$ cat src/rtl/core/pcst_pkg.sv
// Shared types and constants for the periodic callback slot table.
`timescale 1ns / 1ps

package pcst_pkg;

   localparam int unsigned SLOTS_DEFAULT = 8;
   localparam int unsigned MAX_FIRES     = 8;

   localparam logic [1:0] OP_TICK   = 2'd0;
   localparam logic [1:0] OP_ADD    = 2'd1;
   localparam logic [1:0] OP_REMOVE = 2'd2;

   typedef struct packed {
      logic [1:0]  opcode;
      logic [7:0]  handle;
      logic [15:0] period;
   } pcst_req_type;

   typedef struct packed {
      logic [7:0] fired_handle;
      logic [5:0] fired_slot;
      logic       last_fire;
   } pcst_rsp_type;

endpackage

$ cat src/rtl/core/periodic_callback_slot_table_top.sv
// Periodic callback slot table: slot memory, walk sequencer and fire output.
`timescale 1ns / 1ps

// Every item walks the slot memory one slot per cycle unless paused, and no
// new item is taken until it is done. A firing tick ends in a flush state
// that releases its final fire transfer. The walk pauses only while a reported
// fire must push the held fire into a full, stalled output register. Only the
// first MAX_FIRES fires of a tick are reported, in slot order, and the final
// one carries last_fire; every firing counter still reloads. Occupancy flags
// reset at once, so no clearing pass is needed after reset.
module periodic_callback_slot_table_top #(
   parameter int unsigned SLOTS = pcst_pkg::SLOTS_DEFAULT
) (
   input  logic                  clock,
   input  logic                  reset,
   input  logic                  req_valid,
   output logic                  req_stall,
   input  pcst_pkg::pcst_req_type req_data,
   output logic                  rsp_valid,
   input  logic                  rsp_stall,
   output pcst_pkg::pcst_rsp_type rsp_data
);
   import pcst_pkg::*;

   localparam int unsigned SW = (SLOTS > 1) ? $clog2(SLOTS) : 1;
   localparam int unsigned IW = $clog2(SLOTS + 1);
   localparam int unsigned NW = $clog2(MAX_FIRES + 1);

   typedef struct packed {
      logic [7:0]  handle;
      logic [15:0] counter;
      logic [15:0] period;
   } entry_type;

   typedef enum logic [1:0] {S_IDLE, S_WALK, S_FLUSH} state_type;

   entry_type    mem [SLOTS];
   entry_type    rd_data_ff;
   entry_type    wr_entry;
   logic         rd_en;
   logic         wr_en;

   state_type    state_ff, state_in;
   logic [IW-1:0] ri_ff, ri_in;
   logic         pv_ff, pv_in;
   logic [SW-1:0] pidx_ff, pidx_in;
   logic         hit_ff, hit_in;
   logic [NW-1:0] n_ff, n_in;
   logic         pend_v_ff, pend_v_in;
   pcst_rsp_type pend_ff, pend_in;
   logic [SLOTS-1:0] occ_ff, occ_in;
   pcst_req_type item_ff, item_in;
   logic         rsp_valid_ff, rsp_valid_in;
   pcst_rsp_type rsp_ff, rsp_in;

   logic         occ_p;
   logic [15:0]  cnt_dec;
   logic         fire;
   logic         rep;
   logic         out_free;
   logic         adv;

   assign req_stall = reset || (state_ff != S_IDLE);
   assign rsp_valid = rsp_valid_ff;
   assign rsp_data  = rsp_ff;

   always_comb begin
      occ_p    = occ_ff[pidx_ff];
      cnt_dec  = rd_data_ff.counter - 16'd1;
      fire     = pv_ff && (item_ff.opcode == OP_TICK) && occ_p && (cnt_dec == 16'd0);
      rep      = fire && (n_ff < NW'(MAX_FIRES));
      out_free = !rsp_valid_ff || !rsp_stall;
      adv      = !(rep && pend_v_ff && !out_free);

      state_in     = state_ff;
      ri_in        = ri_ff;
      pv_in        = pv_ff;
      pidx_in      = pidx_ff;
      hit_in       = hit_ff;
      n_in         = n_ff;
      pend_v_in    = pend_v_ff;
      pend_in      = pend_ff;
      occ_in       = occ_ff;
      item_in      = item_ff;
      rsp_valid_in = rsp_valid_ff && rsp_stall;
      rsp_in       = rsp_ff;
      rd_en        = 1'b0;
      wr_en        = 1'b0;
      wr_entry     = rd_data_ff;

      unique case (state_ff)
         S_IDLE: begin
            if (req_valid) begin
               item_in  = req_data;
               ri_in    = '0;
               pv_in    = 1'b0;
               hit_in   = 1'b0;
               n_in     = '0;
               state_in = S_WALK;
            end
         end
         S_WALK: begin
            if (adv) begin
               if (pv_ff) begin
                  priority if (item_ff.opcode == OP_TICK) begin
                     if (occ_p) begin
                        wr_en            = 1'b1;
                        wr_entry.counter = (cnt_dec == 16'd0) ? rd_data_ff.period : cnt_dec;
                     end
                     if (rep) begin
                        n_in                 = n_ff + NW'(1);
                        pend_in.fired_handle = rd_data_ff.handle;
                        pend_in.fired_slot   = 6'(pidx_ff);
                        pend_in.last_fire    = 1'b0;
                        pend_v_in            = 1'b1;
                        if (pend_v_ff) begin
                           rsp_in       = pend_ff;
                           rsp_valid_in = 1'b1;
                        end
                     end
                  end else if (item_ff.opcode == OP_ADD) begin
                     if (!hit_ff && (item_ff.handle != 8'd0) && !occ_p) begin
                        wr_en            = 1'b1;
                        wr_entry.handle  = item_ff.handle;
                        wr_entry.counter = item_ff.period;
                        wr_entry.period  = item_ff.period;
                        occ_in[pidx_ff]  = 1'b1;
                        hit_in           = 1'b1;
                     end
                  end else if (item_ff.opcode == OP_REMOVE) begin
                     if (!hit_ff && (item_ff.handle != 8'd0) && occ_p &&
                         (rd_data_ff.handle == item_ff.handle)) begin
                        occ_in[pidx_ff] = 1'b0;
                        hit_in          = 1'b1;
                     end
                  end else begin
                     hit_in = hit_ff;
                  end
               end
               if (ri_ff < IW'(SLOTS)) begin
                  rd_en   = 1'b1;
                  pv_in   = 1'b1;
                  pidx_in = ri_ff[SW-1:0];
                  ri_in   = ri_ff + IW'(1);
               end else begin
                  pv_in    = 1'b0;
                  state_in = (pend_v_ff || rep) ? S_FLUSH : S_IDLE;
               end
            end
         end
         S_FLUSH: begin
            if (out_free) begin
               rsp_in           = pend_ff;
               rsp_in.last_fire = 1'b1;
               rsp_valid_in     = 1'b1;
               pend_v_in        = 1'b0;
               state_in         = S_IDLE;
            end
         end
         default: begin
            state_in = S_IDLE;
         end
      endcase
   end

   always_ff @(posedge clock) begin
      if (reset) begin
         state_ff     <= S_IDLE;
         ri_ff        <= '0;
         pv_ff        <= 1'b0;
         hit_ff       <= 1'b0;
         n_ff         <= '0;
         pend_v_ff    <= 1'b0;
         occ_ff       <= '0;
         rsp_valid_ff <= 1'b0;
      end else begin
         state_ff     <= state_in;
         ri_ff        <= ri_in;
         pv_ff        <= pv_in;
         hit_ff       <= hit_in;
         n_ff         <= n_in;
         pend_v_ff    <= pend_v_in;
         occ_ff       <= occ_in;
         rsp_valid_ff <= rsp_valid_in;
      end
   end

   always_ff @(posedge clock) begin
      pidx_ff <= pidx_in;
      pend_ff <= pend_in;
      item_ff <= item_in;
      rsp_ff  <= rsp_in;
   end

   always_ff @(posedge clock) begin
      if (wr_en) begin
         mem[pidx_ff] <= wr_entry;
      end
      if (rd_en) begin
         rd_data_ff <= mem[ri_ff[SW-1:0]];
      end
   end

endmodule

$ cat config.mk
export PLATFORM = sky130hd
export DESIGN_NAME = periodic_callback_slot_table_top
export DESIGN_NICKNAME = d
export VERILOG_FILES = /design/src/rtl/core/pcst_pkg.sv /design/src/rtl/core/periodic_callback_slot_table_top.sv
export SDC_FILE = /design/constraint.sdc
export NUM_CORES = 1
export LEC_CHECK = 0
export BUFFER_PORTS_ARGS = -buffer_cell sky130_fd_sc_hd__buf_2
export CORE_ASPECT_RATIO = 2
export CORE_MARGIN = 2
export CORE_UTILIZATION = 45
export CTS_CLUSTER_SIZE = 24
export DETAILED_ROUTE_END_ITERATION = 10
export REMOVE_ABC_BUFFERS = 1
export SLEW_MARGIN = 20
export SYNTH_ARGS = -nofsm -noshare
export SYNTH_HDL_FRONTEND = slang
export SYNTH_SLANG_ARGS = --single-unit
$ cat constraint.sdc
create_clock -name clock -period 9.1 [get_ports clock]
set_clock_uncertainty 0.05 [all_clocks]
set_input_delay 0.455 -clock clock [delete_from_list [all_inputs] [get_ports clock]]
set_output_delay 0.455 -clock clock [all_outputs]
set_load 0.005 [all_outputs]
# Word level (Yosys, flattened, before mapping)
# Memory sizes are Yosys's and may differ from the RTL's. A register that Yosys moved wholly into a read port is not among the register bits.
# Cells that the tools add are included.
# W data, S select, Z words.
# classes
add_sub_neg	3
order_cmp	4
n_eq_ne	19
muxes	76
bitwise	5
n_reduce_logical	40
# ops
operator	n
$mux W40	5
$mux W15	6
$mux W16	4
$mux W8	5
$mux W1	34
$pmux W15 S2	1
$mux W4	7
$ne A2 B2 Y1 const B	10
$logic_not A16 Y1	1
$pmux W4 S2	2
$sub A16 B1 Y16 const B	1
$reduce_and A7 Y1	2
$logic_and A1 B1 Y1	12
$reduce_and A6 Y1	2
$mux W2	5
$reduce_bool A2 Y1	5
$ne A3 B3 Y1 const B	3
$add A4 B1 Y4 const B	2
$and A8 B8 Y8	1
$eq A8 B8 Y1	1
$lt A4 B4 Y1 const B	2
$not A8 Y8	1
$or A8 B8 Y8	1
$pmux W1 S2	4
18 further kinds	30
# totals
reg_bits	77
mem_bits_rw	320
input_bits	30
output_inout_bits	17
word_cells	165
mem_count	1
# memory_table
memory	words	word_bits	rd	rd_ports_with_merged_regs	wr	line	rtl
mem	8	40	1	1	1	periodic_callback_slot_table_top.sv:37	entry_type mem [SLOTS];

# Longest topological paths before layout
# depth
ltp_word	12
depth_mapped	12
depth_no_buf	9

# Worst setup path after synthesis
# No wires, ideal clock.
# synth_timing
path_kind	register to register
from	register rd_data_ff[16] (netlist name)
to	memory mem[0][0] (netlist name) (enable)
setup_ns	0.537
arrival_time_ns	6.256
t_required_ns	8.513
setup_slack_ns	2.257
stages_incl_launch_ff	12
n_path_buf	2
period_less_slack_ns	6.843
cell_sequence	edfxtp_1 -> clkbuf_1 -> inv_1 -> ha_1 -> or3b_2 -> clkbuf_1 -> nand2_1 -> a311oi_1 -> o2111a_2 -> a31oi_2 -> o21ai_2 -> nor4_1
# synth_between
elab_chain_cells	10
# synth_rtl
element	line	rtl
$sub A16 B1 Y16	periodic_callback_slot_table_top.sv:69	cnt_dec = rd_data_ff.counter - 16'd1;
$logic_not A16 Y1	periodic_callback_slot_table_top.sv:70	fire = pv_ff && (item_ff.opcode == OP_TICK) && occ_p && (cnt_dec == 16'd0);
$logic_and A1 B1 Y1	periodic_callback_slot_table_top.sv:70	
$logic_and A1 B1 Y1	periodic_callback_slot_table_top.sv:71	rep = fire && (n_ff < NW'(MAX_FIRES));
$logic_and A1 B1 Y1 (2 in series)	periodic_callback_slot_table_top.sv:73	adv = !(rep && pend_v_ff && !out_free);
$mux W1	periodic_callback_slot_table_top.sv:103	if (adv) begin
$mux W1	periodic_callback_slot_table_top.sv:91	unique case (state_ff)
$mux W1	periodic_callback_slot_table_top.sv:196	if (wr_en) begin
$mux W1 (not written as such)	periodic_callback_slot_table_top.sv:197	mem[pidx_ff] <= wr_entry;
end, declared	periodic_callback_slot_table_top.sv:37	
# No other way between the ends.

# Worst setup path in the final report
# layout_timing
from	register pidx_ff[2]
to	memory mem[0][35] (netlist name) (enable)
# layout_between
elab_chain_cells	12
word_cells_on_any_way	18
classes_between	mux: 11; reduce/logical: 7
# layout_rtl
element	line	rtl
start, declared	periodic_callback_slot_table_top.sv:46	logic [SW-1:0] pidx_ff, pidx_in;
start signal, assigned	periodic_callback_slot_table_top.sv:189	pidx_ff <= pidx_in;
$bmux W1 S3	periodic_callback_slot_table_top.sv:68	occ_p = occ_ff[pidx_ff];
$mux W1 (not written as such)	periodic_callback_slot_table_top.sv:68	
$logic_not A1 Y1	periodic_callback_slot_table_top.sv:122	if (!hit_ff && (item_ff.handle != 8'd0) && !occ_p) begin
$logic_and A1 B1 Y1	periodic_callback_slot_table_top.sv:122	
$mux W1	periodic_callback_slot_table_top.sv:122	
$mux W1	periodic_callback_slot_table_top.sv:121	end else if (item_ff.opcode == OP_ADD) begin
$mux W1	periodic_callback_slot_table_top.sv:105	priority if (item_ff.opcode == OP_TICK) begin
$mux W1	periodic_callback_slot_table_top.sv:104	if (pv_ff) begin
$mux W1	periodic_callback_slot_table_top.sv:103	
$mux W1	periodic_callback_slot_table_top.sv:91	
$mux W1	periodic_callback_slot_table_top.sv:196	
$mux W1 (not written as such)	periodic_callback_slot_table_top.sv:197	
# Several ways; a longest one is shown, not always the timed one. The select of a mux whose other input is x is not followed.

==> impl_metrics.ini <==
[status]
status = completed

[route]
drt-total-wl_um = 39500
first_iter_violations = 674
vias_per_cell = 5.71
num_vias = 9259
drc = 0
first_pass_iters = 5
wl_per_cell_um = 24.3
antenna_left = 0

[final_layout]
syn2layout_area_growth_pct = 11.8
antenna_cells = 0
mostFrequentLayoutCells = edfxtp_1 (412), nand2_1 (144), mux4_2 (80)
final_common_cell = edfxtp_1
multi_input_area_sq_um = 4620
nets = 1112
fin_cells = 1621
drive_above_1_share = 0.215
regArea_sq_um = 12800
fillers = 3177

[global_route]
grt_max_degree = 55
antenna_found_initial = 0
grt_pass1_wl_um = 59200
grt_overflow = 0
grt_use_total = 0.198
first_global_vias = 9689

[cts]
tritoncts = yes
clk_latency_ns = 0.55
numCtsBuffers = 39
ctsRootBufferMaster = clkbuf_16
h-tree-depth = 2
post_cts_buffers = 0
holdBufCountCts = 0
cts_resized = 0
clk_pin_slew_ns = 0.07
clockBufferDepth = 3
clock-sinks = 434

[floorplan]
dieArea_sq_um = 41000
rows = 102
core_sq_um = 38800
dieWidth_um = 144
die_h_um = 284
initial_utilization = 0.456
io_pins = 47

[synthesis]
netlist_area_sq_um = 17700
synth_top_area_frac = 0.700
synth-edff-count = 412
synthTopCellsByArea = edfxtp_1 (70%), mux4_2 (10%), nand2_1 (3.1%)
syn_avg_cell_area_sq_um = 17.2
synthArstFlopShare = 0
yosysUniqueCellTypes = 75
ys_warn_count = 0
yosysSeqAreaShare = 0.725
synth-seq-cells = 434
syn_inst = 1027
synth_top_area_cell = edfxtp_1
synth-main-ff-cell = edfxtp_1

[timing]
max_slew_margin = 0.267
hold_viol_final = 0
report.final.slew_viol_count = 0
setup_viol = 0
tightest_slew_ns = 1.10
fmax_mhz = 239
min_period_ns = 4.18
tns_ns = 0
grt_setup_unrepaired = no
period_share = 0.460

[power]
power_leakage_nw = 6.34
power.density_nw_per_um2 = 233
vdd_drop_max_mv = 0.150

[setup_path]
cp-end-kind = register
worstSetupPathType = reg2reg
arrival_ns = 4.30
critPathMaxFanout = 40
path_cells = or3b_1 -> a21boi_1 -> or4_1 -> and2_0 -> o21ai_4 -> nor4_2 -> buf_4
crit_slowest_cell = and2_0
required_ns = 9.22
slowest_delay_ns = 0.88
start_kind = register

[placement]
port_buffers = 43
place_congestion = 0.841
placedCellCount = 1552
dpl.hpwl_um = 23800

[min_path]
hp-class = in2reg

[job]
maxCapViolCount = 0
==> worst max-delay path, delay by kind of cell, from the launching register on <==
kind	cells	cell delay, ns
flip-flops	1	0.63
AND/OR/NAND/NOR	4	1.87
AO/OA/AOI/OAI	2	0.61
buffers and inverters	1	0.62
==> power by group <==
part / internal (mW) / total, mW / switching [mW]
logic: 0.198 / 0.494 / 0.296
clock network: 0.912 / 1.63 / 0.719
registers: 2.37 / 2.49 / 0.123
==> synthesized netlist by cell type (15+ instances only) <==
library cell    n
clkbuf_1       39
nor3_1         15
nand2_1       144
o2bb2ai_1      18
nor2_1         27
mux4_2         80
a21oi_1        26
edfxtp_1      412
dfxtp_1        22
==> through the flow <==
stage          hold WS [ns]   util  total power [mW]  worst slack [ns]  area [sq um]
2_1_floorplan         0.350      -              2.85              2.17         17400
3_3_place_gp          0.353  0.477              3.02              4.82         18500
3_5_place_dp          0.356  0.477              3.03              4.92         18500
4_1_cts             0.00195  0.509              4.65              4.91         19800
5_1_grt             0.00689  0.509              4.78              4.66         19800
6_report             0.0214  0.509              4.61              4.92         19800
==> per-layer routing <==
layer  track usage  vias to the layer above  routed length [um]
met4        0.0893                        0                1830
met3        0.0248                       87                1160
met2         0.366                      195               21900
li1              -                     4127                   -
met5             0                        -                   0
met1         0.223                     4850               14500
==> path summary, 6_finish.rpt <==
check	startpoint	endpoint	slack (ns)	cells after the start
worst min-delay path	req_data[8]	item_ff[8]$_DFFE_PP_	0.02	1
worst max-delay path	pidx_ff[2]$_DFFE_PP_	mem[0][35]$_DFFE_PP_	4.92	7
worst min register to register	pend_ff[3]$_DFFE_PP_	rsp_data[3]$_DFFE_PP_	0.37	0
worst max register to register	pidx_ff[2]$_DFFE_PP_	mem[0][35]$_DFFE_PP_	4.92	7
==> area by class of cell <==
cell class | count | area share
sequential | 434 | 0.649
multi-input combinational | 520 | 0.234
clock buffer | 50 | 0.0536
tap | 520 | 0.0329
timing repair buffer | 63 | 0.0185
clock inverter | 19 | 0.00950
inverter | 15 | 0.00285
==> flip-flops by register name (all words and copies together) (netlist names), named ones only <==
register / count
hit_ff: 1
ri_ff: 4
pidx_ff: 3
rsp_data: 12
pv_ff: 1
state_ff: 2
mem: 320
rd_data_ff: 40
n_ff: 4
item_ff: 26
pend_v_ff: 1
pend_ff: 11
rsp_valid: 1
==> kinds of logic (layout without fill, tap and decap cells) <==
family | after synthesis | after routing | share of synthesized area
flops | 434 | 434 | 0.725
simple gates | 272 | 272 | 0.0744
mux | 115 | 115 | 0.125
compound gates | 102 | 102 | 0.0422
buf+inv | 75 | 147 | 0.0175
xor+xnor | 19 | 19 | 0.00941
fa+ha+maj | 9 | 9 | 0.00637
other cells | 1 | 3 | 0.000212
Power figures use the tool's default switching activity.
